## config.mk

```make
export PLATFORM = sky130hd
export DESIGN_NAME = reserved_gap_region_placer
export DESIGN_NICKNAME = d
export VERILOG_FILES = /design/src/sv/rgrp_pkg.sv /design/src/sv/rgrp_gaps.sv /design/src/sv/rgrp_piece.sv /design/src/sv/rgrp_fit.sv /design/src/sv/rgrp_report.sv /design/src/sv/reserved_gap_region_placer.sv
export VERILOG_INCLUDE_DIRS = /design/src /design/src/sv
export SDC_FILE = /design/constraint.sdc
export NUM_CORES = 2
export LEC_CHECK = 0
export BUFFER_PORTS_ARGS = -buffer_cell sky130_fd_sc_hd__buf_2
export CAP_MARGIN = 30
export CORE_AREA = 2 2 399 401
export CTS_CLUSTER_SIZE = 24
export DETAILED_ROUTE_END_ITERATION = 10
export DIE_AREA = 0 0 401 403
export HOLD_SLACK_MARGIN = 0.03
export PLACE_DENSITY = 0.77
export SLEW_MARGIN = 20
export SYNTH_ARGS = -nofsm -noshare
export SYNTH_HDL_FRONTEND = slang
export SYNTH_HIERARCHICAL = 1
export SYNTH_SLANG_ARGS = --single-unit
```

## constraint.sdc

```tcl
create_clock -name aclk -period 28.8 [get_ports aclk]
set_input_delay 1.44 -clock aclk [delete_from_list [all_inputs] [get_ports aclk]]
set_output_delay 1.44 -clock aclk [all_outputs]
set_load 0.05 [all_outputs]
```

## src/sv/assert_macros.svh

```systemverilog
// assertion macros for the placer rtl
`ifndef ASSERT_MACROS_SVH
`define ASSERT_MACROS_SVH

// checked on every edge outside reset
`define RGRP_ASSERT(label, prop, msg) \
    label: assert property (@(posedge aclk) disable iff (!aresetn) prop) \
        else $error(msg);

// checked on every edge, reset included
`define RGRP_ASSERT_RST(label, prop, msg) \
    label: assert property (@(posedge aclk) prop) else $error(msg);

`endif

```

## src/sv/rgrp_pkg.sv

```systemverilog
// types and constants of the reserved gap region placer
package rgrp_pkg;

    localparam int unsigned KIND_BITS    = 8;
    localparam logic [KIND_BITS-1:0] KIND_USABLE = 8'd1;

    localparam int unsigned CFG_IDX_BITS = 3;

    // reset values of the size and low limit registers
    localparam int unsigned REQUEST_SIZE_RST = 4096;
    localparam int unsigned LOW_LIMIT_RST    = 1024 * 1024;

    typedef enum logic [CFG_IDX_BITS-1:0] {
        CFG_KERNEL_FIRST    = 3'd0,
        CFG_KERNEL_LAST     = 3'd1,
        CFG_BOOT_INFO_FIRST = 3'd2,
        CFG_BOOT_INFO_LAST  = 3'd3,
        CFG_REQUEST_SIZE    = 3'd4,
        CFG_LOW_LIMIT       = 3'd5
    } rgrp_cfg_idx_t;

    // per-region flags after gap clipping
    typedef struct packed {
        logic cand;   // usable, non-empty, ends at or above the low limit
        logic hk;     // kernel range overlaps the region
        logic hb;     // boot-info range overlaps the region
        logic last;   // final region of the map
    } rgrp_gap_flags_t;

    // per-region placement outcome
    typedef struct packed {
        logic found;
        logic last;
    } rgrp_hit_t;

endpackage

```

## src/sv/rgrp_gaps.sv

```systemverilog
// input register, region end and clipping of the two reserved ranges
module rgrp_gaps import rgrp_pkg::*; #(
    parameter int ADDR_BITS = 52
) (
    input  logic                 aclk,
    input  logic                 aresetn,
    input  logic                 s_valid,
    output logic                 s_ready,
    input  logic [ADDR_BITS-1:0] s_region_base,
    input  logic [ADDR_BITS-1:0] s_region_length,
    input  logic [KIND_BITS-1:0] s_region_kind,
    input  logic                 s_last_region,
    input  logic [ADDR_BITS-1:0] kernel_first,
    input  logic [ADDR_BITS-1:0] kernel_last,
    input  logic [ADDR_BITS-1:0] boot_info_first,
    input  logic [ADDR_BITS-1:0] boot_info_last,
    input  logic [ADDR_BITS-1:0] low_limit,
    output logic                 out_valid,
    input  logic                 out_ready,
    output rgrp_gap_flags_t      out_flags,
    output logic [ADDR_BITS-1:0] out_start,
    output logic [ADDR_BITS-1:0] out_end,
    output logic [ADDR_BITS-1:0] out_kfirst,
    output logic [ADDR_BITS-1:0] out_klast,
    output logic [ADDR_BITS-1:0] out_bfirst,
    output logic [ADDR_BITS-1:0] out_blast
);

    localparam logic [ADDR_BITS-1:0] AMAX = '1;

    // stage a: input register
    logic                 a_valid_reg;
    logic [ADDR_BITS-1:0] a_base_reg;
    logic [ADDR_BITS-1:0] a_len_reg;
    logic [KIND_BITS-1:0] a_kind_reg;
    logic                 a_last_reg;
    // stage b: region bounds
    logic                 b_valid_reg;
    logic [ADDR_BITS-1:0] b_start_reg;
    logic [ADDR_BITS-1:0] b_end_reg;
    logic                 b_use_reg;
    logic                 b_last_reg;
    // stage c: clipped gaps
    logic                 c_valid_reg;
    rgrp_gap_flags_t      c_flags_reg;
    logic [ADDR_BITS-1:0] c_start_reg;
    logic [ADDR_BITS-1:0] c_end_reg;
    logic [ADDR_BITS-1:0] c_kfirst_reg;
    logic [ADDR_BITS-1:0] c_klast_reg;
    logic [ADDR_BITS-1:0] c_bfirst_reg;
    logic [ADDR_BITS-1:0] c_blast_reg;

    logic a_ready, b_ready, c_ready;

    assign c_ready = !c_valid_reg || out_ready;
    assign b_ready = !b_valid_reg || c_ready;
    assign a_ready = !a_valid_reg || b_ready;
    assign s_ready = a_ready;

    always_ff @(posedge aclk) begin
        if (!aresetn) begin
            a_valid_reg <= 1'b0;
            b_valid_reg <= 1'b0;
            c_valid_reg <= 1'b0;
        end else begin
            if (a_ready) begin
                a_valid_reg <= s_valid;
            end
            if (b_ready) begin
                b_valid_reg <= a_valid_reg;
            end
            if (c_ready) begin
                c_valid_reg <= b_valid_reg;
            end
        end
    end

    always_ff @(posedge aclk) begin
        if (a_ready && s_valid) begin
            a_base_reg <= s_region_base;
            a_len_reg  <= s_region_length;
            a_kind_reg <= s_region_kind;
            a_last_reg <= s_last_region;
        end
    end

    // inclusive end, saturated at the top address
    logic [ADDR_BITS-1:0] len_m1;
    logic [ADDR_BITS:0]   end_sum;
    logic [ADDR_BITS-1:0] end_next;
    logic                 use_next;

    always_comb begin
        len_m1   = a_len_reg - ADDR_BITS'(1);
        end_sum  = {1'b0, a_base_reg} + {1'b0, len_m1};
        end_next = end_sum[ADDR_BITS] ? AMAX : end_sum[ADDR_BITS-1:0];
        use_next = (a_kind_reg == KIND_USABLE) && (a_len_reg != '0);
    end

    always_ff @(posedge aclk) begin
        if (b_ready && a_valid_reg) begin
            b_start_reg <= a_base_reg;
            b_end_reg   <= end_next;
            b_use_reg   <= use_next;
            b_last_reg  <= a_last_reg;
        end
    end

    // overlap tests and clipping to the region, both ranges in parallel
    rgrp_gap_flags_t      flags_next;
    logic [ADDR_BITS-1:0] kfirst_next, klast_next, bfirst_next, blast_next;

    always_comb begin
        flags_next.cand = b_use_reg && (b_end_reg >= low_limit);
        flags_next.hk   = (kernel_first <= kernel_last) && (kernel_first <= b_end_reg)
                          && (b_start_reg <= kernel_last);
        flags_next.hb   = (boot_info_first <= boot_info_last)
                          && (boot_info_first <= b_end_reg)
                          && (b_start_reg <= boot_info_last);
        flags_next.last = b_last_reg;
        kfirst_next = (kernel_first < b_start_reg) ? b_start_reg : kernel_first;
        klast_next  = (kernel_last > b_end_reg) ? b_end_reg : kernel_last;
        bfirst_next = (boot_info_first < b_start_reg) ? b_start_reg : boot_info_first;
        blast_next  = (boot_info_last > b_end_reg) ? b_end_reg : boot_info_last;
    end

    always_ff @(posedge aclk) begin
        if (c_ready && b_valid_reg) begin
            c_flags_reg  <= flags_next;
            c_start_reg  <= b_start_reg;
            c_end_reg    <= b_end_reg;
            c_kfirst_reg <= kfirst_next;
            c_klast_reg  <= klast_next;
            c_bfirst_reg <= bfirst_next;
            c_blast_reg  <= blast_next;
        end
    end

    assign out_valid  = c_valid_reg;
    assign out_flags  = c_flags_reg;
    assign out_start  = c_start_reg;
    assign out_end    = c_end_reg;
    assign out_kfirst = c_kfirst_reg;
    assign out_klast  = c_klast_reg;
    assign out_bfirst = c_bfirst_reg;
    assign out_blast  = c_blast_reg;

endmodule

```

## src/sv/rgrp_piece.sv

```systemverilog
// fit test of one inclusive piece with the start aligned up to a frame
module rgrp_piece import rgrp_pkg::*; #(
    parameter int ADDR_BITS   = 52,
    parameter int FRAME_SHIFT = 12
) (
    input  logic [ADDR_BITS-1:0] lo,
    input  logic [ADDR_BITS-1:0] hi,
    input  logic                 ok,
    input  logic [ADDR_BITS-1:0] req_size,
    output logic                 fit,
    output logic [ADDR_BITS-1:0] addr
);

    localparam logic [ADDR_BITS-1:0] FMASK =
        {{(ADDR_BITS-FRAME_SHIFT){1'b0}}, {FRAME_SHIFT{1'b1}}};
    localparam logic [ADDR_BITS:0] FRAME =
        {{(ADDR_BITS-FRAME_SHIFT){1'b0}}, 1'b1, {FRAME_SHIFT{1'b0}}};

    logic [ADDR_BITS-1:0] a_down;
    logic [ADDR_BITS:0]   a_up;
    logic                 frac;
    logic                 a_ovf;
    logic [ADDR_BITS-1:0] span;
    logic [ADDR_BITS-1:0] req_m1;

    always_comb begin
        a_down = lo & ~FMASK;
        a_up   = {1'b0, a_down} + FRAME;
        frac   = |lo[FRAME_SHIFT-1:0];
        addr   = frac ? a_up[ADDR_BITS-1:0] : a_down;
        // rounding up past the top address
        a_ovf  = frac && a_up[ADDR_BITS];
        span   = hi - addr;
        req_m1 = req_size - ADDR_BITS'(1);
        fit    = ok && (req_size != '0) && !a_ovf && (addr <= hi) && (span >= req_m1);
    end

endmodule

```

## src/sv/rgrp_fit.sv

```systemverilog
// piece bounds from the sorted gaps, then the three fit tests in priority
module rgrp_fit import rgrp_pkg::*; #(
    parameter int ADDR_BITS   = 52,
    parameter int FRAME_SHIFT = 12
) (
    input  logic                 aclk,
    input  logic                 aresetn,
    input  logic                 in_valid,
    output logic                 in_ready,
    input  rgrp_gap_flags_t      in_flags,
    input  logic [ADDR_BITS-1:0] in_start,
    input  logic [ADDR_BITS-1:0] in_end,
    input  logic [ADDR_BITS-1:0] in_kfirst,
    input  logic [ADDR_BITS-1:0] in_klast,
    input  logic [ADDR_BITS-1:0] in_bfirst,
    input  logic [ADDR_BITS-1:0] in_blast,
    input  logic [ADDR_BITS-1:0] req_size,
    output logic                 out_valid,
    input  logic                 out_ready,
    output rgrp_hit_t            out_hit,
    output logic [ADDR_BITS-1:0] out_addr
);

    localparam logic [ADDR_BITS-1:0] AMAX = '1;

    // stage d: piece bounds
    logic                 d_valid_reg;
    logic                 d_cand_reg;
    logic                 d_last_reg;
    logic [ADDR_BITS-1:0] d_lo_reg [3];
    logic [ADDR_BITS-1:0] d_hi_reg [3];
    logic [2:0]           d_ok_reg;
    // stage e: chosen start of this region
    logic                 e_valid_reg;
    rgrp_hit_t            e_hit_reg;
    logic [ADDR_BITS-1:0] e_addr_reg;

    logic d_ready, e_ready;

    assign e_ready  = !e_valid_reg || out_ready;
    assign d_ready  = !d_valid_reg || e_ready;
    assign in_ready = d_ready;

    always_ff @(posedge aclk) begin
        if (!aresetn) begin
            d_valid_reg <= 1'b0;
            e_valid_reg <= 1'b0;
        end else begin
            if (d_ready) begin
                d_valid_reg <= in_valid;
            end
            if (e_ready) begin
                e_valid_reg <= d_valid_reg;
            end
        end
    end

    // gap selection: both ranges, or the one that overlaps taken twice
    logic [ADDR_BITS-1:0] g1s, g1e, g2s, g2e;
    logic [ADDR_BITS-1:0] ls, le, hs, he, top;
    logic                 swap, gap, both;
    logic [ADDR_BITS-1:0] lo_next [3];
    logic [ADDR_BITS-1:0] hi_next [3];
    logic [2:0]           ok_next;

    always_comb begin
        g1s  = in_flags.hk ? in_kfirst : in_bfirst;
        g1e  = in_flags.hk ? in_klast  : in_blast;
        g2s  = in_flags.hb ? in_bfirst : in_kfirst;
        g2e  = in_flags.hb ? in_blast  : in_klast;
        swap = g1s > g2s;
        ls   = swap ? g2s : g1s;
        le   = swap ? g2e : g1e;
        hs   = swap ? g1s : g2s;
        he   = swap ? g1e : g2e;
        // nested gaps: the upper piece starts past the higher end
        top  = (le > he) ? le : he;
        gap  = in_flags.hk || in_flags.hb;
        both = in_flags.hk && in_flags.hb;

        lo_next[0] = in_start;
        hi_next[0] = gap ? ls - ADDR_BITS'(1) : in_end;
        ok_next[0] = gap ? (ls != '0) : 1'b1;

        lo_next[1] = le + ADDR_BITS'(1);
        hi_next[1] = hs - ADDR_BITS'(1);
        ok_next[1] = both && (le != AMAX) && (hs != '0);

        lo_next[2] = top + ADDR_BITS'(1);
        hi_next[2] = in_end;
        ok_next[2] = gap && (top != AMAX);
    end

    always_ff @(posedge aclk) begin
        if (d_ready && in_valid) begin
            d_cand_reg <= in_flags.cand;
            d_last_reg <= in_flags.last;
            d_ok_reg   <= ok_next;
            for (int i = 0; i < 3; i++) begin
                d_lo_reg[i] <= lo_next[i];
                d_hi_reg[i] <= hi_next[i];
            end
        end
    end

    logic [2:0]           fit;
    logic [ADDR_BITS-1:0] fit_addr [3];

    for (genvar g = 0; g < 3; g++) begin : g_piece
        rgrp_piece #(
            .ADDR_BITS  (ADDR_BITS),
            .FRAME_SHIFT(FRAME_SHIFT)
        ) u_piece (
            .lo      (d_lo_reg[g]),
            .hi      (d_hi_reg[g]),
            .ok      (d_ok_reg[g]),
            .req_size(req_size),
            .fit     (fit[g]),
            .addr    (fit_addr[g])
        );
    end

    rgrp_hit_t            hit_next;
    logic [ADDR_BITS-1:0] addr_next;

    always_comb begin
        hit_next.found = d_cand_reg && (|fit);
        hit_next.last  = d_last_reg;
        if (fit[0]) begin
            addr_next = fit_addr[0];
        end else if (fit[1]) begin
            addr_next = fit_addr[1];
        end else begin
            addr_next = fit_addr[2];
        end
    end

    always_ff @(posedge aclk) begin
        if (e_ready && d_valid_reg) begin
            e_hit_reg  <= hit_next;
            e_addr_reg <= addr_next;
        end
    end

    assign out_valid = e_valid_reg;
    assign out_hit   = e_hit_reg;
    assign out_addr  = e_addr_reg;

endmodule

```

## src/sv/rgrp_report.sv

```systemverilog
// latch of the first placement and the result register
`include "assert_macros.svh"

module rgrp_report import rgrp_pkg::*; #(
    parameter int ADDR_BITS   = 52,
    parameter int FRAME_SHIFT = 12
) (
    input  logic                 aclk,
    input  logic                 aresetn,
    input  logic                 in_valid,
    output logic                 in_ready,
    input  rgrp_hit_t            in_hit,
    input  logic [ADDR_BITS-1:0] in_addr,
    output logic                 m_valid,
    input  logic                 m_ready,
    output logic                 m_place_found,
    output logic [ADDR_BITS-1:0] m_place_address
);

    logic                 have_reg, have_next;
    logic [ADDR_BITS-1:0] chosen_reg, chosen_next;
    logic                 m_valid_reg, m_valid_next;
    logic                 m_found_reg;
    logic [ADDR_BITS-1:0] m_addr_reg;

    logic                 take;
    logic                 now_have;
    logic [ADDR_BITS-1:0] now_addr;

    // only the final region needs a free result register
    assign in_ready = !in_hit.last || !m_valid_reg || m_ready;
    assign take     = in_valid && in_ready;

    always_comb begin
        now_have    = have_reg || in_hit.found;
        now_addr    = have_reg ? chosen_reg : in_addr;
        have_next   = have_reg;
        chosen_next = chosen_reg;
        if (take) begin
            have_next   = in_hit.last ? 1'b0 : now_have;
            chosen_next = now_addr;
        end
        m_valid_next = m_valid_reg && !m_ready;
        if (take && in_hit.last) begin
            m_valid_next = 1'b1;
        end
    end

    always_ff @(posedge aclk) begin
        if (!aresetn) begin
            have_reg    <= 1'b0;
            m_valid_reg <= 1'b0;
        end else begin
            have_reg    <= have_next;
            m_valid_reg <= m_valid_next;
        end
    end

    always_ff @(posedge aclk) begin
        chosen_reg <= chosen_next;
        if (take && in_hit.last) begin
            m_found_reg <= now_have;
            m_addr_reg  <= now_have ? now_addr : '0;
        end
    end

    assign m_valid         = m_valid_reg;
    assign m_place_found   = m_found_reg;
    assign m_place_address = m_addr_reg;

    `RGRP_ASSERT_RST(a_reset_clears, !aresetn |=> (!m_valid_reg && !have_reg), "reset left state")
    `RGRP_ASSERT(a_clear_after_last, (take && in_hit.last) |=> !have_reg, "place kept past map end")
    `RGRP_ASSERT(a_rise_on_last, $rose(m_valid_reg) |-> $past(take && in_hit.last), "stray result")
    `RGRP_ASSERT(a_zero_if_none, m_valid_reg |-> (m_found_reg || m_addr_reg == '0), "address not zero")
    `RGRP_ASSERT(a_aligned, have_reg |-> (chosen_reg[FRAME_SHIFT-1:0] == '0), "start not aligned")

endmodule

```

## src/sv/reserved_gap_region_placer.sv

```systemverilog
// top level of the reserved gap region placer
//
// usage: memory-map regions enter one word at a time on the s_ channel
// (valid/ready); the word that carries s_last_region closes a map and
// produces one result word on the m_ channel: m_place_found and the
// frame-aligned m_place_address (zero when nothing fits). words without
// s_last_region produce nothing.
// configuration: cfg_wen/cfg_idx/cfg_wdata write the kernel range, the
// boot-info range, the request size and the low limit; the user must
// write them only while idle, the block does not enforce it.
// throughput: one region per cycle unless a final region waits on the
// held result register; the pipeline has no loop. the final region
// passes the input, end, clip, bounds, fit and result registers.
// reset (aresetn low, synchronous): pipeline emptied, placement latch
// cleared, registers back to their defaults (size 4096, limit 1 MiB).
// stall: the result register holds while m_ready is low; regions keep
// flowing into the pipe and only a following final region waits.
module reserved_gap_region_placer import rgrp_pkg::*; #(
    parameter int ADDR_BITS   = 52,
    parameter int FRAME_SHIFT = 12
) (
    input  logic                    aclk,
    input  logic                    aresetn,
    // region words
    input  logic                    s_valid,
    output logic                    s_ready,
    input  logic [ADDR_BITS-1:0]    s_region_base,
    input  logic [ADDR_BITS-1:0]    s_region_length,
    input  logic [KIND_BITS-1:0]    s_region_kind,
    input  logic                    s_last_region,
    // result words
    output logic                    m_valid,
    input  logic                    m_ready,
    output logic                    m_place_found,
    output logic [ADDR_BITS-1:0]    m_place_address,
    // register writes
    input  logic                    cfg_wen,
    input  logic [CFG_IDX_BITS-1:0] cfg_idx,
    input  logic [ADDR_BITS-1:0]    cfg_wdata
);

    // configuration registers
    logic [ADDR_BITS-1:0] kernel_first_reg;
    logic [ADDR_BITS-1:0] kernel_last_reg;
    logic [ADDR_BITS-1:0] boot_info_first_reg;
    logic [ADDR_BITS-1:0] boot_info_last_reg;
    logic [ADDR_BITS-1:0] request_size_reg;
    logic [ADDR_BITS-1:0] low_limit_reg;

    always_ff @(posedge aclk) begin
        if (!aresetn) begin
            kernel_first_reg    <= '0;
            kernel_last_reg     <= '0;
            boot_info_first_reg <= '0;
            boot_info_last_reg  <= '0;
            request_size_reg    <= ADDR_BITS'(REQUEST_SIZE_RST);
            low_limit_reg       <= ADDR_BITS'(LOW_LIMIT_RST);
        end else if (cfg_wen) begin
            case (cfg_idx)
                CFG_KERNEL_FIRST:    kernel_first_reg    <= cfg_wdata;
                CFG_KERNEL_LAST:     kernel_last_reg     <= cfg_wdata;
                CFG_BOOT_INFO_FIRST: boot_info_first_reg <= cfg_wdata;
                CFG_BOOT_INFO_LAST:  boot_info_last_reg  <= cfg_wdata;
                CFG_REQUEST_SIZE:    request_size_reg    <= cfg_wdata;
                CFG_LOW_LIMIT:       low_limit_reg       <= cfg_wdata;
                default: begin
                    // unused indexes are dropped
                end
            endcase
        end
    end

    // gaps -> fit
    logic                 gap_valid, gap_ready;
    rgrp_gap_flags_t      gap_flags;
    logic [ADDR_BITS-1:0] gap_base, gap_end;
    logic [ADDR_BITS-1:0] gap_kfirst, gap_klast, gap_bfirst, gap_blast;

    // fit -> report
    logic                 hit_valid, hit_ready;
    rgrp_hit_t            hit;
    logic [ADDR_BITS-1:0] hit_addr;

    // input register, saturated region end, overlap and clipping
    rgrp_gaps #(
        .ADDR_BITS(ADDR_BITS)
    ) u_gaps (
        .aclk           (aclk),
        .aresetn        (aresetn),
        .s_valid        (s_valid),
        .s_ready        (s_ready),
        .s_region_base  (s_region_base),
        .s_region_length(s_region_length),
        .s_region_kind  (s_region_kind),
        .s_last_region  (s_last_region),
        .kernel_first   (kernel_first_reg),
        .kernel_last    (kernel_last_reg),
        .boot_info_first(boot_info_first_reg),
        .boot_info_last (boot_info_last_reg),
        .low_limit      (low_limit_reg),
        .out_valid      (gap_valid),
        .out_ready      (gap_ready),
        .out_flags      (gap_flags),
        .out_start      (gap_base),
        .out_end        (gap_end),
        .out_kfirst     (gap_kfirst),
        .out_klast      (gap_klast),
        .out_bfirst     (gap_bfirst),
        .out_blast      (gap_blast)
    );

    // below, between and above the gaps, first fit wins
    rgrp_fit #(
        .ADDR_BITS  (ADDR_BITS),
        .FRAME_SHIFT(FRAME_SHIFT)
    ) u_fit (
        .aclk     (aclk),
        .aresetn  (aresetn),
        .in_valid (gap_valid),
        .in_ready (gap_ready),
        .in_flags (gap_flags),
        .in_start (gap_base),
        .in_end   (gap_end),
        .in_kfirst(gap_kfirst),
        .in_klast (gap_klast),
        .in_bfirst(gap_bfirst),
        .in_blast (gap_blast),
        .req_size (request_size_reg),
        .out_valid(hit_valid),
        .out_ready(hit_ready),
        .out_hit  (hit),
        .out_addr (hit_addr)
    );

    // first placement of the map is latched and reported on the final region
    rgrp_report #(
        .ADDR_BITS  (ADDR_BITS),
        .FRAME_SHIFT(FRAME_SHIFT)
    ) u_report (
        .aclk           (aclk),
        .aresetn        (aresetn),
        .in_valid       (hit_valid),
        .in_ready       (hit_ready),
        .in_hit         (hit),
        .in_addr        (hit_addr),
        .m_valid        (m_valid),
        .m_ready        (m_ready),
        .m_place_found  (m_place_found),
        .m_place_address(m_place_address)
    );

endmodule
```

Yosys cells after proc, flatten, opt, wreduce, memory -nomap -nowiden:

Memory sizes are Yosys's and may differ from the RTL's.
Index checks and enable logic that the tools add are counted.

* equal/unequal tests: 8
* add/subtract/negate cells: 13
* muxes and demuxes: 24
* reductions and logical operators: 69
* order comparisons: 19

Operators with widths (count)
* two-way mux 52 bit: 20
* <= comparator 52 bit: 9
* greater-or-equal comparator 52 bit: 4
* > comparator 52 bit: 4
* nonzero test 52 bit: 4
* subtractor 52 x 1 -> 52 bit (second input constant): 4
* adder 52 x 13 -> 53 bit (second input constant): 3
* subtractor 52 bit: 3
* adder 52 x 1 -> 52 bit (second input constant): 2
* less-than comparator 52 bit: 2
* != test 52 bit (second input constant): 2
* adder 52 x 52 -> 53 bit: 1
* OR reduction 12 bit: 3
* logical AND 1 bit: 34
* AND reduction 2 bit: 6
* logical NOT 1 bit: 11
* logical OR 1 bit: 9
* == test 8 x 1 -> 1 bit (second input constant): 1
* == test 3 x 2 -> 1 bit (second input constant): 2
* == test 3 bit (second input constant): 2
* two-way mux 1 bit: 4
* == test 3 x 1 -> 1 bit (second input constant): 1
* logical NOT 3 bit: 1
* OR reduction 3 bit: 1

* bits in writable memories: 312
* flip-flop bits (word level): 1018
* logic and storage cells: 176
* memories: 2
* input port bits: 173
* output and inout bits: 55

Memories
* u_fit.d_hi_reg: words 3, bits a word 52, read ports 3, clocked after Yosys merged registers in 0, write ports 3, line rgrp_fit.sv:31 `logic [ADDR_BITS-1:0] d_hi_reg [3];`
* u_fit.d_lo_reg: words 3, bits a word 52, read ports 3, clocked after Yosys merged registers in 0, write ports 3, line rgrp_fit.sv:30 `logic [ADDR_BITS-1:0] d_lo_reg [3];`

Longest topological paths before layout:

* depth after elaboration: 9
* depth in mapped cells: 43
* gate-level depth less buffers: 33

Modules after synthesis:

Netlist, hierarchy kept.

By module, submodules not included
* rgrp_gaps: cells an instance 3064, seq. area each 16125.5 um^2, area an instance 35841.9 um^2, instances 1
* rgrp_fit: cells an instance 2678, seq. area each 11180.7 um^2, area an instance 26147.6 um^2, instances 1
* reserved_gap_region_placer: cells an instance 1073, seq. area each 6246.0 um^2, area an instance 11453.5 um^2, instances 1
* rgrp_piece at u_fit.g_piece[0].u_piece ...: cells an instance 725, seq. area each 0.0 um^2, area an instance 5263.8 um^2, instances 2
* rgrp_piece at u_fit.g_piece[2].u_piece: cells an instance 768, seq. area each 0.0 um^2, area an instance 5347.6 um^2, instances 1
* rgrp_report: cells an instance 241, seq. area each 3193.1 um^2, area an instance 4386.7 um^2, instances 1

Worst setup path before layout:

No wires, ideal clock.

* path kind: input-to-reg
* start: in m_ready
* end: reg u_gaps.c_bfirst_reg[0] (netlist: u_gaps/out_bfirst[0]), enable pin
* data required time: 27.764 ns
* setup time: 1.036 ns
* stages on the path: 6
* path slack: 12.084 ns
* path buffers: 0
* arrival: 15.680 ns
* cell sequence: nor2b_1 > nand2_1 > nor2b_1 > nand2_1 > nor2b_1 > nor2b_1

* longest elaborated chain between the ends: 5

RTL lines
* start, declared: line reserved_gap_region_placer.sv:33 `input logic m_ready,`
* logical OR 1 bit: line rgrp_report.sv:31 `assign in_ready = !in_hit.last || !m_valid_reg || m_ready;`
* named net hit_ready: line reserved_gap_region_placer.sv:80 `logic hit_valid, hit_ready;`
* logical OR 1 bit: line rgrp_fit.sv:40 `assign e_ready = !e_valid_reg || out_ready;`
* logical OR 1 bit: line rgrp_fit.sv:41 `assign d_ready = !d_valid_reg || e_ready;`
* named net gap_ready: line reserved_gap_region_placer.sv:74 `logic gap_valid, gap_ready;`
* logical OR 1 bit: line rgrp_gaps.sv:55 `assign c_ready = !c_valid_reg || out_ready;`
* logical AND 1 bit: line rgrp_gaps.sv:128 `if (c_ready && b_valid_reg) begin`
* end signal, assigned: line rgrp_gaps.sv:134 `c_bfirst_reg <= bfirst_next;`
* end, declared: line rgrp_gaps.sv:50 `logic [ADDR_BITS-1:0] c_bfirst_reg;`

The timed path passes the listed nets, and every way through them passes these cells.
A chain may end at the register's enable or synchronous reset.

==> impl_metrics.yaml <==
outcome:
  outcome: "finished clean"
drt:
  wl_met3_um: 39800
  vias: 75500
  drt-wirelength-per-cell_um: 28.7
  wl_met1_um: 137000
  wl_met2_um: 138000
  first_pass_iters: 8
  dr.first_iter.drc_count: 9475
  highest_layer: "met4"
  antenna_left: 0
  vias_per_cell: 6.46
  drc: 0
  drt_wl_total_um: 335000
layout:
  final_cells: 11700
  syn_to_final_growth_pct: 8.77
  postLayoutCellArea_mm2: 0.102
  fillers: 12400
  utilization: 0.647
  fin_nets: 10700
  drive_above_1_share: 0.0964
yosys:
  synthCells: 9274
  synthArstFlopShare: 0
  ys_ff_latch: 1330
  synth-seq-area-share: 0.392
  ys_types: 119
  syn_avg_cell_area_um2: 10.1
  synth_enable_flop_cells: 1011
  synthDominantCellAreaShare: 0.324
  synth_common_cells: "1014 x ha_1, 1011 x edfxtp_1, 955 x nand2_1, 752 x mux2i_1, 552 x inv_1"
  synth.area.top_cells: "edfxtp_1 32%, ha_1 14%, mux2i_1 8.0%, dfxtp_1 6.8%, xnor2_1 3.9%"
  synth_largest_area_cell: "edfxtp_1"
  dominantRegCellSynth: "edfxtp_1"
  synth.most_common_cell: "ha_1"
  syn_area_mm2: 0.0937
  ys_warn_count: 6
clock_network:
  cts_tree: "yes"
  clk_latency_ns: 0.80
  cts_resized: 0
  cts_max_level: 4
  cts_buffers: 143
  clkTransAtPathRegs_ns: 0.06
  clock-root-buffer: "clkbuf_16"
  cts_buffer_depth: 3
  cts_setup_buffers: 0
  cts_sinks: 1330
  holdBufCountCts: 0
global_routing:
  grt_pass1_vias: 72400
  grt_max_degree: 143
  grt_pass1_wl_um: 480000
  grt_use_total: 0.404
  antenna_found_initial: 20
  overflow: 0
die:
  fp.dieH_um: 403
  ios: 228
  die_width_um: 401
  initial_core_util: 0.595
  core_area_mm2: 0.157
  row_count: 146
  dieArea_mm2: 0.162
placement:
  hpwl_um: 271000
  place_ws_ns: 17.03
  dp_cells: 11400
  placed_area_mm2: 0.0970
  gp_congestion: 1.04
  portBuffers: 227
power:
  p_total_mw: 4.91
  power_density_mw_per_mm2: 48.2
  ir_drop_mv: 0.0624
  p_leak_nw: 44.1
critical_path:
  timing.critical_path.required_ns: 29.32
  cp.depth: 28
  critical_path_buf_inv_count: 6
  timing.rr.end: "u_fit/d_lo_reg[0][145]"
  cpMostUsedCell: "buf_4"
  r2r_slack_ns: 16.87
  critPathArrivalTime_ns: 12.46
  crit_start: "u_gaps/out_flags[1]"
  cp-start-kind: "register"
  path_max_fanout: 50
  worstReg2RegStart: "u_gaps/out_flags[1]"
  crit_path_end: "u_fit/d_lo_reg[0][145]"
  slowest_delay_ns: 0.88
  reg2regPathDepth: 28
  crit_family: "simple AND/OR/NAND/NOR gates"
  crit_slowest_cell: "nor4_1"
  end_kind: "register"
  critPathKind: "reg -> reg"
timing:
  min_period_ns: 11.93
  finalSetupViolCount: 0
  finalSetupTns_ns: 0
  rsz0062_at_grt: "no"
  worst_pin_slew_ns: 1.16
  fmax_mhz: 83.8
  hold_violations: 0
  setup_ws_ns: 16.87
  fin_crit_sh: 0.414
  final.setup_skew_ns: 0.0394
  maxSlewViolCount: 0
  whs_ns: 0.413
  relSlewSlack: 0.228
job:
  drv_cap: 0
min_path:
  min_path_type: "reg -> reg"
logic make-up (layout without fill, tap and decap cells):
logic type               after synthesis  in the layout  synth area share
AO/OA/AOI/OAI                       1625           1625             0.111
multiplexers                         961            961             0.106
flip-flops                          1330           1330             0.392
buffers and inverters                873           1168            0.0409
AND/OR/NAND/NOR                     2758           2758             0.147
adder cells (fa/ha/maj)             1023           1023             0.137
other                                  3             49          0.000120
XOR/XNOR                             701            701            0.0665
cells in the final DEF (no fill, tap or decap), drive strengths merged, types with 206 or more instances in the layout:
master / count
ha: 1014
edfxtp: 1011
nand2: 960
mux2i: 755
inv: 563
nor2: 520
a21oi: 508
xnor2: 421
a21o: 379
buf: 348
o21ai: 334
dfxtp: 319
xor2: 279
nand4: 255
nand3: 226
mux2: 206
metal layers:
| layer | track usage | vias to the layer above |
|---|---|---|
| met4 | 0.206 | 0 |
| met3 | 0.110 | 651 |
| met1 | 0.555 | 36600 |
| met5 | 0 | - |
| met2 | 0.585 | 3943 |
| li1 | - | 34300 |
worst min path at each step:
stage                                     from               endpoint  slack, ns  depth (start not counted)
after floorplan            u_gaps/out_flags[3]       u_fit/d_cand_reg       0.40                          0
after global placement    u_gaps/out_start[12]  u_fit/d_lo_reg[0][12]       0.40                          0
after detailed placement      u_fit/d_last_reg       u_fit/out_hit[0]       0.40                          0
after CTS                 u_gaps/out_start[49]  u_fit/d_lo_reg[0][49]       0.40                          0
after global routing       u_gaps/out_start[0]   u_fit/d_lo_reg[0][0]       0.42                          0
final                     u_gaps/out_start[49]  u_fit/d_lo_reg[0][49]       0.41                          0
final cells by class:
type	instances	area, µm²	area share
Antenna cell	13	32.5	0.000319
Clock inverter	81	946	0.00928
Multi-Input combinational cell	7104	53500	0.525
Clock buffer	182	3870	0.0380
Tap cell	2072	2590	0.0254
Timing Repair Buffer	350	2130	0.0209
Inverter	555	2080	0.0204
Sequential cell	1330	36700	0.361
report_power, final:
| part | total (mW) | switching, mW | internal (mW) | leakage (nW) |
|---|---|---|---|---|
| clock network | 1.89 | 0.807 | 1.08 | 2.32 |
| logic | 0.819 | 0.525 | 0.294 | 30.1 |
| registers | 2.20 | 0.0684 | 2.13 | 11.7 |
| total | 4.91 | 1.40 | 3.51 | 44.1 |
No activity file was read; power rests on OpenSTA's default activity.
